--- config.mk ---
export PLATFORM = sky130hd
export DESIGN_NAME = servo_status_packet_receiver_top
export DESIGN_NICKNAME = d
export VERILOG_FILES = /design/src/rtl/ssprx_pkg.sv /design/src/rtl/ssprx_in_stage.sv /design/src/rtl/ssprx_core.sv /design/src/rtl/ssprx_out_stage.sv /design/src/rtl/servo_status_packet_receiver_top.sv
export SDC_FILE = /design/constraint.sdc
export NUM_CORES = 1
export LEC_CHECK = 0
export BUFFER_PORTS_ARGS = -buffer_cell sky130_fd_sc_hd__buf_2
export CORE_ASPECT_RATIO = 1.1
export CORE_UTILIZATION = 48
export CTS_CLUSTER_DIAMETER = 60
export DETAILED_ROUTE_END_ITERATION = 16
export GPL_TIMING_DRIVEN = 1
export PLACE_DENSITY = 0.74
export SLEW_MARGIN = 10
export SYNTH_ARGS = -nofsm -noshare
export SYNTH_HDL_FRONTEND = slang
export SYNTH_SLANG_ARGS = --single-unit
--- constraint.sdc ---
create_clock -name clk -period 4.6 [get_ports clk]
set_clock_uncertainty 0.1 [all_clocks]
set_input_delay 0.69 -clock clk [delete_from_list [all_inputs] [get_ports clk]]
set_output_delay 0.69 -clock clk [all_outputs]
set_load 0.01 [all_outputs]
--- src/rtl/ssprx_pkg.sv ---
// Shared types and constants for the servo status packet receiver
package ssprx_pkg;

	localparam int unsigned ACTION_W = 2;
	localparam int unsigned BYTE_W   = 8;
	localparam int unsigned INDEX_W  = 9;
	localparam int unsigned TICK_W   = 16;

	localparam logic [ACTION_W-1:0] ACT_START = 2'd0;
	localparam logic [ACTION_W-1:0] ACT_BYTE  = 2'd1;
	localparam logic [ACTION_W-1:0] ACT_TICK  = 2'd2;

	localparam logic [TICK_W-1:0]  TIMEOUT_RESET = 16'd2000;
	localparam logic [INDEX_W-1:0] HEADER_EXTRA  = 9'd4;
	localparam logic [INDEX_W-1:0] LENGTH_INDEX  = 9'd3;
	localparam logic [INDEX_W-1:0] SUM_FIRST     = 9'd2;
	localparam logic [TICK_W-1:0]  TICK_MAX      = 16'hFFFF;

	typedef struct packed {
		logic [ACTION_W-1:0] action;
		logic [BYTE_W-1:0]   data_byte;
	} item_t;

	typedef struct packed {
		logic [BYTE_W-1:0]  rx_byte;
		logic [INDEX_W-1:0] byte_index;
		logic               last;
		logic               checksum_error;
		logic               timed_out;
	} result_t;

endpackage

--- src/rtl/ssprx_in_stage.sv ---
// Input register for incoming action words
module ssprx_in_stage
	import ssprx_pkg::*;
(
	input  logic  clk,
	input  logic  arst_n,
	input  logic  in_valid,
	output logic  in_ready,
	input  item_t in_item,
	input  logic  take,
	output logic  valid_s1,
	output item_t item_s1
);

	assign in_ready = !valid_s1 || take;

	always_ff @(posedge clk or negedge arst_n) begin
		if (!arst_n) begin
			valid_s1 <= 1'b0;
		end else if (in_ready) begin
			valid_s1 <= in_valid;
		end
	end

	always_ff @(posedge clk) begin
		if (in_ready && in_valid) begin
			item_s1 <= in_item;
		end
	end

endmodule

--- src/rtl/ssprx_core.sv ---
// Packet state, checksum, timeout and result formation
module ssprx_core
	import ssprx_pkg::*;
(
	input  logic              clk,
	input  logic              arst_n,
	input  logic              cfg_wr_en,
	input  logic [TICK_W-1:0] cfg_wr_data,
	input  logic              valid_s1,
	input  item_t             item_s1,
	input  logic              out_free,
	output logic              take,
	output logic              res_valid,
	output result_t           res
);

	logic [TICK_W-1:0]  timeout_limit_q;
	logic               receiving_q;
	logic [INDEX_W-1:0] byte_count_q;
	logic [INDEX_W-1:0] packet_total_q;
	logic [BYTE_W-1:0]  running_sum_q;
	logic [TICK_W-1:0]  tick_count_q;

	logic [INDEX_W-1:0] total_next;
	logic [INDEX_W:0]   idx_plus;
	logic               is_last;
	logic [TICK_W-1:0]  tick_next;
	logic               tick_expired;

	assign take = valid_s1 && out_free;

	// the length byte takes effect on the byte that carries it
	assign total_next = (byte_count_q == LENGTH_INDEX)
		? ({1'b0, item_s1.data_byte} + HEADER_EXTRA) : packet_total_q;
	assign idx_plus     = {1'b0, byte_count_q} + 10'd1;
	assign is_last      = (idx_plus == {1'b0, total_next});
	assign tick_next    = (tick_count_q == TICK_MAX) ? tick_count_q : tick_count_q + 16'd1;
	assign tick_expired = (tick_next >= timeout_limit_q);

	always_comb begin
		res_valid = 1'b0;
		res       = '0;
		if (receiving_q) begin
			case (item_s1.action)
				ACT_BYTE: begin
					res_valid          = 1'b1;
					res.rx_byte        = item_s1.data_byte;
					res.byte_index     = byte_count_q;
					res.last           = is_last;
					res.checksum_error = is_last && (~running_sum_q != item_s1.data_byte);
				end
				ACT_TICK: begin
					res_valid      = tick_expired;
					res.byte_index = byte_count_q;
					res.last       = 1'b1;
					res.timed_out  = 1'b1;
				end
				default: begin
					res_valid = 1'b0;
				end
			endcase
		end
	end

	always_ff @(posedge clk or negedge arst_n) begin
		if (!arst_n) begin
			timeout_limit_q <= TIMEOUT_RESET;
		end else if (cfg_wr_en) begin
			timeout_limit_q <= cfg_wr_data;
		end
	end

	always_ff @(posedge clk or negedge arst_n) begin
		if (!arst_n) begin
			receiving_q    <= 1'b0;
			byte_count_q   <= '0;
			packet_total_q <= HEADER_EXTRA;
			running_sum_q  <= '0;
			tick_count_q   <= '0;
		end else if (take) begin
			case (item_s1.action)
				ACT_START: begin
					receiving_q    <= 1'b1;
					byte_count_q   <= '0;
					packet_total_q <= HEADER_EXTRA;
					running_sum_q  <= '0;
					tick_count_q   <= '0;
				end
				ACT_BYTE: begin
					if (receiving_q) begin
						tick_count_q   <= '0;
						packet_total_q <= total_next;
						byte_count_q   <= idx_plus[INDEX_W-1:0];
						if (is_last) begin
							receiving_q <= 1'b0;
						end else if (byte_count_q >= SUM_FIRST) begin
							running_sum_q <= running_sum_q + item_s1.data_byte;
						end
					end
				end
				ACT_TICK: begin
					if (receiving_q) begin
						tick_count_q <= tick_next;
						if (tick_expired) begin
							receiving_q <= 1'b0;
						end
					end
				end
				default: begin
					receiving_q <= receiving_q;
				end
			endcase
		end
	end

endmodule

--- src/rtl/ssprx_out_stage.sv ---
// Output register holding one result word until it is taken
module ssprx_out_stage
	import ssprx_pkg::*;
(
	input  logic    clk,
	input  logic    arst_n,
	input  logic    load,
	input  result_t res,
	output logic    out_free,
	output logic    out_valid,
	input  logic    out_ready,
	output result_t res_q
);

	assign out_free = !out_valid || out_ready;

	always_ff @(posedge clk or negedge arst_n) begin
		if (!arst_n) begin
			out_valid <= 1'b0;
		end else if (out_free) begin
			out_valid <= load;
		end
	end

	always_ff @(posedge clk) begin
		if (out_free && load) begin
			res_q <= res;
		end
	end

endmodule

--- src/rtl/servo_status_packet_receiver_top.sv ---
// Servo status packet receiver: one input register, single-pass packet logic, output register.
// A start word arms the receiver; each byte word while armed yields a result word with the
// byte and its index, the byte at index 3 sets the packet length (value plus 4), and the final
// byte carries tlast with a checksum flag (inverted modulo-256 sum of the bytes from index 2 before it).
// Tick words count toward a per-byte timeout set by cfg_wr_data; reaching it gives a result
// with tlast and the timeout flag and returns to idle. Bytes and ticks while idle are dropped.
// One word is taken every clock unless a held result blocks it: the packet logic works on the
// word in the input register and writes its result to the output register, which decouples
// the sides; a word that makes no result still waits while a result is held back by m_axis_tready.
module servo_status_packet_receiver_top
	import ssprx_pkg::*;
(
	input  logic        clk,
	input  logic        arst_n,
	input  logic        cfg_wr_en,
	input  logic [15:0] cfg_wr_data,    // timeout_limit
	input  logic        s_axis_tvalid,
	output logic        s_axis_tready,
	input  logic [7:0]  s_axis_tdata,   // [7:0] data_byte
	input  logic [1:0]  s_axis_tuser,   // [1:0] action
	output logic        m_axis_tvalid,
	input  logic        m_axis_tready,
	output logic [23:0] m_axis_tdata,   // [7:0] rx_byte, [16:8] byte_index, [23:17] zero
	output logic        m_axis_tlast,
	output logic [1:0]  m_axis_tuser    // [0] checksum_error, [1] timed_out
);

	item_t   in_item;
	item_t   item_s1;
	logic    valid_s1;
	logic    take;
	logic    out_free;
	logic    res_valid;
	result_t res;
	result_t res_q;

	assign in_item.action    = s_axis_tuser;
	assign in_item.data_byte = s_axis_tdata;

	ssprx_in_stage u_in (
		.clk      (clk),
		.arst_n   (arst_n),
		.in_valid (s_axis_tvalid),
		.in_ready (s_axis_tready),
		.in_item  (in_item),
		.take     (take),
		.valid_s1 (valid_s1),
		.item_s1  (item_s1)
	);

	ssprx_core u_core (
		.clk         (clk),
		.arst_n      (arst_n),
		.cfg_wr_en   (cfg_wr_en),
		.cfg_wr_data (cfg_wr_data),
		.valid_s1    (valid_s1),
		.item_s1     (item_s1),
		.out_free    (out_free),
		.take        (take),
		.res_valid   (res_valid),
		.res         (res)
	);

	ssprx_out_stage u_out (
		.clk       (clk),
		.arst_n    (arst_n),
		.load      (take && res_valid),
		.res       (res),
		.out_free  (out_free),
		.out_valid (m_axis_tvalid),
		.out_ready (m_axis_tready),
		.res_q     (res_q)
	);

	assign m_axis_tdata = {7'd0, res_q.byte_index, res_q.rx_byte};
	assign m_axis_tlast = res_q.last;
	assign m_axis_tuser = {res_q.timed_out, res_q.checksum_error};

endmodule

After elaboration in Yosys (flattened, before gate mapping)
Cells that the tools add are included.

storage, ports and cells
  output and inout bits = 29
  word-level logic and storage cells = 71
  register bits = 91

operators by class
  add/sub/neg operators = 4
  reductions and logical operators = 17
  bitwise operators = 1
  order comparisons = 2
  muxes and demuxes = 22
  equality and inequality tests = 10

operator list
  cell                                                                                 number
  16-bit 2-to-1 mux                                                                    3
  16-bit one-hot mux with 3 select lines                                               1
  9-bit one-hot mux with 2 select lines                                                2
  9-bit 2-to-1 mux                                                                     3
  8-bit 2-to-1 mux                                                                     3
  10-bit one-hot mux with 2 select lines                                               1
  16-bit by 1-bit adder with 16-bit output, second input constant                      1
  16-bit equality test, second input constant                                          1
  16-bit greater-or-equal comparator                                                   1
  8-bit one-hot mux with 2 select lines                                                1
  9-bit by 1-bit adder with 10-bit output, second input constant                       1
  10-bit by 9-bit equality test with 1-bit output                                      1
  8-bit by 3-bit adder with 9-bit output, second input constant                        1
  9-bit by 2-bit equality test with 1-bit output, second input constant                1
  9-bit by 2-bit greater-or-equal comparator with 1-bit output, second input constant  1
  8-bit adder                                                                          1
  8-bit != test                                                                        1
  8-bit NOT                                                                            1
  1-bit 2-to-1 mux                                                                     6
  2-bit by 1-bit != test with 1-bit output, second input constant                      3
  1-bit logical AND                                                                    5
  5-bit AND reduction                                                                  1
  2-bit AND reduction                                                                  2
  4-bit AND reduction                                                                  1
  11 further kinds                                                                     13

Depth between registers and ports, before layout
Gate-level depths: netlist (run 1).

  word-level depth = 7
  mapped depth = 18

By module
A second synthesis (run 1) with hierarchy kept.

unflattened totals
  cells, all modules = 524
  area, all modules = 5,276.3 um2

by module, submodules not included
  module                            instances  area an instance (um2)  cells each  sequential area each (um2)
  ssprx_core                        1          4,205.3                 477         1,485.2
  ssprx_out_stage                   1          654.4                   24          625.6
  ssprx_in_stage                    1          354.1                   14          325.3
  servo_status_packet_receiver_top  1          62.6                    9           0.0

Worst setup path before layout (run 1)
No wires, ideal clock.

  path type = register to register
  from = reg u_core.tick_count_q[0]
  to = reg, netlist name u_out.res_q[0]
  clock period less this slack = 4.984 ns
  library setup time = 0.422 ns
  data arrival time = 4.462 ns
  stages on the path, launching flop included = 18
  path slack = -0.384 ns
  path through = dfrtp_1 ha_1 and4_1 nand4_1 or3_1 clkbuf_1 and4_1 clkbuf_1 nand2_1 xnor2_1 ha_1 nand4_1 or2_2 o22ai_1 a21oi_1 a21oi_1 nor2_1 nor3_1

on the way
  longest elaborated chain between the ends = 7
  elaborated cells between the ends (all ways) = 8
  classes of those cells = add/sub: 1; order compare: 1; eq/ne: 1; mux: 3; reduce/logical: 2

RTL lines
  element                                                                           RTL line                                text
  from (decl)                                                                       ssprx_core.sv:22                        logic [TICK_W-1:0] tick_count_q;
  from (signal assigned)                                                            ssprx_core.sv:103                       tick_count_q <= tick_next;
  16-bit by 1-bit adder with 16-bit output or 16-bit equality test (tied branches)  ssprx_core.sv:37                        assign tick_next = (tick_count_q == TICK_MAX) ? tick_count_q : tick_count_q + 16'd1;
  16-bit 2-to-1 mux *                                                               ssprx_core.sv:37
  16-bit greater-or-equal comparator *                                              ssprx_core.sv:38                        assign tick_expired = (tick_next >= timeout_limit_q);
  1-bit one-hot mux with 2 select lines *                                           ssprx_core.sv:44                        case (item_s1.action)
  1-bit 2-to-1 mux *                                                                ssprx_core.sv:43                        if (receiving_q) begin
  1-bit logical AND *                                                               servo_status_packet_receiver_top.sv:67  .load (take && res_valid),
  1-bit logical AND *                                                               ssprx_out_stage.sv:26                   if (out_free && load) begin

Mark *: on every way between the ends. The rest lies on a longest branch, timed or not.
A chain may end at the register's enable or synchronous reset.

Final worst setup path (run 1)
  from = reg u_core.tick_count_q[0]
  to = reg, netlist name u_out.res_q[10]

on the way
  longest elaborated chain between the ends = 7
  elaborated cells between the ends (all ways) = 8
  classes of those cells = add/sub: 1; order compare: 1; eq/ne: 1; mux: 3; reduce/logical: 2

RTL lines
  element                                                                           RTL line
  16-bit by 1-bit adder with 16-bit output or 16-bit equality test (tied branches)  ssprx_core.sv:37
  16-bit 2-to-1 mux *                                                               ssprx_core.sv:37
  16-bit greater-or-equal comparator *                                              ssprx_core.sv:38
  1-bit one-hot mux with 2 select lines *                                           ssprx_core.sv:44
  1-bit 2-to-1 mux *                                                                ssprx_core.sv:43
  1-bit logical AND *                                                               servo_status_packet_receiver_top.sv:67
  1-bit logical AND *                                                               ssprx_out_stage.sv:26

Marks and branches as above.

==> results of run 1 <==
[worst max-delay path by stage]
stage	from	endpoint	slack [ns]	cells past startpoint
finish	u_core.tick_count_q[0]	u_out.res_q[10]	0.47	16
CTS	u_core.tick_count_q[0]	u_out.res_q[3]	0.42	16
detailed placement	u_core.tick_count_q[0]	u_out.res_q[7]	0.45	16
floorplan	u_core.tick_count_q[0]	u_out.res_q[0]	0.21	17
global placement	u_core.tick_count_q[0]	u_out.res_q[9]	0.62	16
global route	u_core.tick_count_q[0]	u_out.res_q[10]	0.14	16
[Yosys cell counts, types with 5 or more instances]
cell type  count
a21oi_1       17
o31ai_1       11
a22o_1        13
dfrtp_1       54
buf_2          5
and2_1        14
a21o_1        17
dfstp_2        7
xnor2_1       22
nand2_1       62
inv_1         22
clkbuf_1      13
nand3_1       14
edfxtp_1      30
and4_1         6
ha_1          31
buf_4          8
xor2_1        12
mux2i_1        8
o21ai_0       43
nor3_1         9
o22ai_1        6
and3_1        13
nand4_1       11
nor2_1        22
[critical path: cells and delay by family (launching register included)]
family | cells | cell delay [ns]
AND/OR/NAND/NOR | 9 | 1.97
AO/OA/AOI/OAI | 3 | 0.37
flip-flops | 1 | 0.44
adder cells (fa/ha/maj) | 2 | 0.55
buffers and inverters | 1 | 0.28
XOR/XNOR | 1 | 0.08
[sequential cells by signal, summed over array words and instances, names as in the netlist]
signal,count
u_out.res_q,20
u_core.tick_count_q,16
u_core.timeout_limit_q,16
u_in.item_s1,10
u_core.byte_count_q,9
u_core.packet_total_q,9
u_core.running_sum_q,8
u_core.receiving_q,1
u_in.valid_s1,1
u_out.out_valid,1
[area by class of cell]
cell class,count,area (um2)
tap,143,178.9
fill,929,4597
clock buffer,10,229.0
multi-input combinational,372,2480
sequential,91,2436
timing repair buffer,54,275.3
clock inverter,6,66.31
inverter,22,82.58
[cell families after synthesis]
kind of cell             share of synthesized area (%)
multiplexers                                     2.453
other                                          0.07353
adder cells (fa/ha/maj)                          7.998
AND/OR/NAND/NOR                                  17.03
XOR/XNOR                                         5.839
AO/OA/AOI/OAI                                    14.60
flip-flops                                       47.77
buffers and inverters                            4.244
[layer usage]
| metal | share of wire (%) | wire length [um] | vias up | track usage [%] |
|---|---|---|---|---|
| met5 | 0 | 0 | - | 0 |
| met4 | 2.1 | 229 | 0 | 8.799 |
| met3 | 4.3 | 468 | 21 | 4.540 |
| met2 | 47 | 5123 | 99 | 33.12 |
| met1 | 47 | 5095 | 1847 | 30.04 |
| li1 | - | - | 1886 | - |
[power groups by stage]
stage	clock (mW)	combinational, mW	sequential, mW
floorplan	0	0.351	0.972
global placement	0	0.434	0.986
detailed placement	0	0.451	0.990
CTS	0.745	0.461	0.974
global route	0.783	0.523	0.982
finish	0.734	0.461	0.975
[timing repair]
item	in CTS	in global routing
hold buffers	0	0
setup buffers	0	0
setup endpoints to repair	0	7
gates resized for setup	0	1
[stage by stage]
step	area, um2	cells	setup WS, ns	util, %
finish	5748	698	0.4720	55.56
global route	5748	698	0.1377	55.56
CTS	5743	698	0.4205	55.52
detailed placement	5448	682	0.4474	52.66
global placement	5448	682	0.6184	52.66
floorplan	5127	511	0.2110	-
==> results.md, run 1 <==
- Status: finished, final reports clean
- CTS H-Tree Depth: 3
- Initial core utilization: 49.30%
- Commonest non-fill, non-tap cells in the layout: 62 x nand2_1, 54 x dfrtp_1, 52 x buf_2, 43 x o21ai_0, 31 x ha_1
- Comb power frac: 21.2%
- Synth unique cells: 47
- Ant. Diodes: 0
- Final Total Pwr: 2.170 mW
- R2r startpoint: u_core.tick_count_q[0]
- Vias in the first global route: 3714
- Worst hold slack: 0.3794 ns
- Via Count: 3853
- GRT Resource Usage Total: 21.63%
- Layout area overhead: 12.71%
- Die ar.: 11040 um2
- Hold Crit Class: register to register
- Hold_sp: u_core.packet_total_q[2]
- Switching Share: 29.23%
- Fmax: 242.3 MHz
- Total grt overflow: 0
- WHS Endpoint: u_core.packet_total_q[2]
- Max incr delay on CP: 0.49 ns
- Syn avg cell area: 10.10 um2
- Setup violations, final: 0
- Post-route setup TNS: 0 ns
- Largest cells by area after synthesis: dfrtp_1 26%, edfxtp_1 18%, ha_1 7.6%
- Crit-path max FO: 20
- CTS tree: yes
- RePlAce Congestion: 0.8586
- Min cycle time layout: 4.128 ns
- Pin count of the biggest net entering global routing: 62
- Leak: 2.621 nW
- TritonRoute pass-1 iters: 5
- Slowest stage cell, crit path: or3_1
- PwrDens: 377.6 nW/um2
- Clock Pin Slew Worst Setup and Hold Paths: 0.07 ns
- ANT nets after route: 0
- Port Buffer Count: 52
- Setup slack, reg-to-reg: 0.47 ns
- DR vias/cell: 5.520
- IO Count: 60
- CTS Buf Count: 9
- # rows: 39
- Worst setup SP type: register
- Critical Path RT: 4.53 ns
- Die height: 110.1 um
- Async set or reset register ratio after synthesis: 67.03%
- Clk_lat worst skew: 0.34 ns
- Clk network pwr share: 33.8%
- Number of synthesized flops with an enable pin: 30
- Commonest non-fill, non-tap cell in the layout: nand2_1
- Syn. warnings: 0
- # DRC: 0
- Antenna violations before repair: 0
- DR WL/cell: 15.64 um
- Post-Syn Area: 5100 um2
- Unrepaired setup endpoints after global routing: no
- Share of layout cells above drive strength 1: 15.68%
- Sequential power share: 44.9%
- Clk sink count: 91
- Yosys top cell area share: 26.50%
- Top FF cell, synth: dfrtp_1
- Int Pwr: 1.536 mW
- Final-report max-slew violation count: 0
- Final period util: 89.74%
- Syn Inst Count: 505
- R2R Path End: u_out.res_q[10]
- Worst Hold Depth: 2
- Worst R2R Path Depth: 16
- Slew HR: 20.38%
- Core area: 10340 um2
- WP data arrival: 4.05 ns
- Final #Nets: 613
- Total wire length: 10920 um
- MaxCap Viol Count: 0
- Switching power: 0.6344 mW
- Clock root cell: clkbuf_16
- CTS Buffer Depth: 2
- Final Hold Fails: 0
- Flops & latches, synth: 91
- Worst vdd ir: 0.1982 mV
- DIE WIDTH: 100.3 um
- Synth area leader: dfrtp_1
- Global-route wire length before repair: 18320 um
- Worst Tran Pin Value: 1.186 ns
- Register area share after synthesis: 47.77%
- DRT iter0 DRCs: 171
- WS Path Type: register to register
- Crit end category: register
- Hpwl dp: 7768 um
- CP cell instances: ha_1 > and4_1 > nand4_1 > or3_1 > and4_1 > nand2_1 > xnor2_1 > ha_1 > nand4_1 > or2_2 > o22ai_1 > a21oi_1 > a21oi_1 > nor2_1 > nor3_2 > buf_4
No activity file was read; power rests on OpenSTA's default activity.
==> inputs of run 2 (changes only) <==
--- a/config.mk
+++ b/config.mk
@@ -5,6 +5,7 @@
 export SDC_FILE = /design/constraint.sdc
 export NUM_CORES = 1
 export LEC_CHECK = 0
+export ABC_AREA = 1
 export BUFFER_PORTS_ARGS = -buffer_cell sky130_fd_sc_hd__buf_2
 export CORE_ASPECT_RATIO = 1.1
 export CORE_UTILIZATION = 48
==> run 2 against run 1 <==
Die area increased by 3.0%. Synthesized cell count increased by 24%. Sequential power increased by 6%. Via count increased by 13%. Non-clock buffer count unchanged. Wire length increased by 5.1%. Design area increased by 2.5%. Global-route usage increased by 0.46 points. Critical path type unchanged. Critical endpoint is now u_out.res_q[7].
==> results.md, run 2 <==
- Flops & latches, synth: 91 (unchanged)
- Final #Nets: 743 (+21%)
- Critical Path RT: 4.53 ns (about the same)
- PwrDens: 420.8 nW/um2 (+11%)
- Clk sink count: 91 (unchanged)
- Min cycle time layout: 3.840 ns (-0.2883 ns)
- CTS H-Tree Depth: 3 (unchanged)
- # fillers: 958 (+3.1%)
- Synth unique cells: 40 (-15%)
- Buf+Inv Stages, Crit Path: 3 (+2)
- Max incr delay on CP: 0.38 ns (-0.11 ns)
- Synth area leader: dfrtp_1
- Post-CTS Hold Fix Bufs: 0 (unchanged)
- Port Buffer Count: 52 (unchanged)
- Global-route wire length before repair: 19030 um (+3.9%)
- # DRC: 0 (unchanged)
- Syn avg cell area: 8.366 um2 (-17%)
- Worst R2R Path Depth: 24 (+8)
- Yosys top cell area share: 25.72% (-0.78 points)
- Vias in the first global route: 4192 (+13%)
- Worst vdd ir: 0.2015 mV (+1.7%)
- Syn. warnings: 0 (unchanged)
- Slowest stage cell, crit path: dfrtp_1
- Top FF cell, synth: dfrtp_1
- Post-route setup TNS: 0 ns (unchanged)
- Top flop regs: u_out.res_q: 20 flops, u_core.tick_count_q: 16 flops, u_core.timeout_limit_q: 16 flops
- CTS Buf Count: 9 (unchanged)
- CTS-repair resized insts: 0 (unchanged)
- Crit end category: register
- Leak: 2.821 nW (+7.6%)
- Final core occ: 55.90% (+0.34 points)
- Async set or reset register ratio after synthesis: 67.03% (unchanged)
- Worst setup margin: 0.7604 ns (+0.2883 ns)
- Antenna violations before repair: 0 (unchanged)
- Unrepaired setup endpoints after global routing: no
- TritonRoute pass-1 iters: 5 (unchanged)
- Worst hold slack: 0.3819 ns (+0.002451 ns)
- Post-CTS setup buffer count: 0 (unchanged)
- Commonest non-fill, non-tap cell in the layout: nand2_1
- MaxCap Viol Count: 0 (unchanged)
- Cell family contributing the most delay on the critical path: simple AND/OR/NAND/NOR gates
- Number of cells on the critical path: 24 (+8)
- WP data arrival: 3.77 ns (-0.28 ns)
- Max reg flops: 20 (unchanged)
- ANT nets after route: 0 (unchanged)
- R2r startpoint: u_core.tick_count_q[0]
- Post-Place Worst Slack: 0.8054 ns (+0.3580 ns)
- Worst setup SP type: register
- Clock root cell: clkbuf_16
- Die height: 111.7 um (+1.5%)
- Hold Crit Class: register to register
- Area of the multi-input gates: 2346 um2 (-5.4%)
- DRT iter0 DRCs: 262 (+53%)
- GRT Resource Usage Total: 22.08% (+0.46 points)
- Commonest non-fill, non-tap cells in the layout: 142 x nand2_1, 92 x inv_1, 54 x dfrtp_1, 52 x buf_2, 44 x o21ai_0
- Crit-path max FO: 20 (unchanged)
- Post-Syn Area: 5254 um2 (+3.0%)
- Total grt overflow: 0 (unchanged)
- Largest register by flop count: u_out.res_q
- Ant. Diodes: 0 (unchanged)
- WHS Endpoint: u_core.packet_total_q[8]
- Status: finished, final reports clean
- CTS Buffer Depth: 2 (unchanged)
- Syn Inst Count: 628 (+24%)
- Commonest cells post-synth: 142 x nand2_1, 92 x inv_1, 54 x dfrtp_1, 44 x o21ai_0, 43 x nor2_1
- Initial core utilization: 49.85% (+0.55 points)
- Register area share after synthesis: 46.37% (-1.4 points)
- Via Count: 4348 (+13%)
- Largest cells by area after synthesis: dfrtp_1 26%, edfxtp_1 17%, nand2_1 10%
- CP cell instances: ha_1 > nand3_1 > nor2_1 > nand2_1 > nor2_1 > nand2_1 > nor2_2 > inv_1 > nand3_1 > nor2_1 > xor2_1 > inv_1 > ha_1 > nand2_1 > nor2_1 > nand2_1 > o211ai_1 > nand2_1 > nand3_1 > nand2_1 > nand2_1 > nand2_1 > nor2_1 > buf_4
- Layout area overhead: 12.15%
- Setup slack, reg-to-reg: 0.76 ns (+0.29 ns)
- Setup violations, final: 0 (unchanged)
- Crit-path most repeated cell: nand2_1
- Hpwl dp: 8531 um (+9.8%)
- # rows: 39 (unchanged)
- DR vias/cell: 5.251 (-4.9%)
- Clock Pin Slew Worst Setup and Hold Paths: 0.06 ns (about the same)
- WS Path Type: register to register
- Slew HR: 36.62% (+16 points)
- Final Hold Fails: 0 (unchanged)
- R2R Path End: u_out.res_q[7]
- Final-report max-slew violation count: 0 (unchanged)
- IO Count: 60 (unchanged)
- Worst Tran Pin Value: 0.9507 ns (-0.2357 ns)
- Most common cell in the netlist: nand2_1
- Fmax: 260.4 MHz (+7.5%)
- Number of synthesized flops with an enable pin: 30 (unchanged)
- Pin count of the biggest net entering global routing: 41 (-34%)
- Share of layout cells above drive strength 1: 15.47% (-0.20 points)
- Die ar.: 11370 um2 (+3.0%)
- DR WL/cell: 13.86 um (-11%)
- DIE WIDTH: 101.8 um (+1.5%)
- RePlAce Congestion: 0.9310 (+8.4%)
- Core area: 10540 um2 (+1.9%)
- CTS tree: yes
- Worst Hold Depth: 2 (unchanged)
- Hold_sp: u_core.packet_total_q[8]
- Sequential Area: 2436 um2 (unchanged)
- Final period util: 83.47% (-6.3 points)
- Clk_lat worst skew: 0.35 ns (about the same)
- Total wire length: 11480 um (+5.1%)
==> run 2: kinds of logic (layout without fill, tap and decap cells) <==
| kind of cell | after synthesis | count (layout) | share of synthesized area, % |
|---|---|---|---|
| other | 1 | 7 | 0.07138 |
| flip-flops | 91 | 91 | 46.37 |
| AO/OA/AOI/OAI | 98 | 98 | 10.55 |
| multiplexers | 1 | 1 | 0.2143 |
| adder cells (fa/ha/maj) | 32 | 32 | 7.764 |
| buffers and inverters | 114 | 165 | 9.407 |
| XOR/XNOR | 17 | 17 | 2.834 |
| AND/OR/NAND/NOR | 274 | 274 | 22.79 |
==> run 2: tightest hold or removal path, cell delays in order (launching register included) <==
cell	delay [ns]
dfrtp_1	0.34
nand2_1	0.05
nand2_1	0.06
==> run 2: layout make-up <==
cell class | count | area share, %
inverters | 95 | 6.052
well taps | 143 | 3.037
repair buffers | 54 | 4.672
clock buffers | 14 | 4.481
flip-flops and latches | 91 | 41.35
multi-input cells | 429 | 39.82
clock inverters | 2 | 0.5946
==> run 2: power breakdown <==
part           switching, mW  internal, mW  leakage, nW  total (mW)
clock                  0.296         0.450        0.147       0.746
combinational          0.449         0.254         1.60       0.703
sequential            0.0797         0.950         1.07        1.03
==> run 2: metal layers <==
layer,GRT usage (%),share of wire (%),up-vias
met5,0,0,-
met4,11.40,4.1,0
met3,5.524,5.3,33
met2,36.40,50,151
met1,26.40,41,2015
li1,-,-,2149
==> run 2: how the worst max path moves through the flow <==
stage                           start        endpoint
2_1_floorplan  u_core.tick_count_q[0]  u_out.res_q[0]
3_5_place_dp   u_core.tick_count_q[0]  u_out.res_q[1]
6_report       u_core.tick_count_q[0]  u_out.res_q[7]
4_1_cts        u_core.tick_count_q[0]  u_out.res_q[1]
3_3_place_gp   u_core.tick_count_q[0]  u_out.res_q[1]
5_1_grt        u_core.tick_count_q[0]  u_out.res_q[8]
==> run 2: metrics by stage <==
stage               instances  power, mW  area, um2
floorplan                 634      1.584       5276
global placement          812      1.705       5593
detailed placement        812      1.735       5593
CTS                       828      2.497       5892
global route              828      2.645       5892
finish                    828      2.479       5892
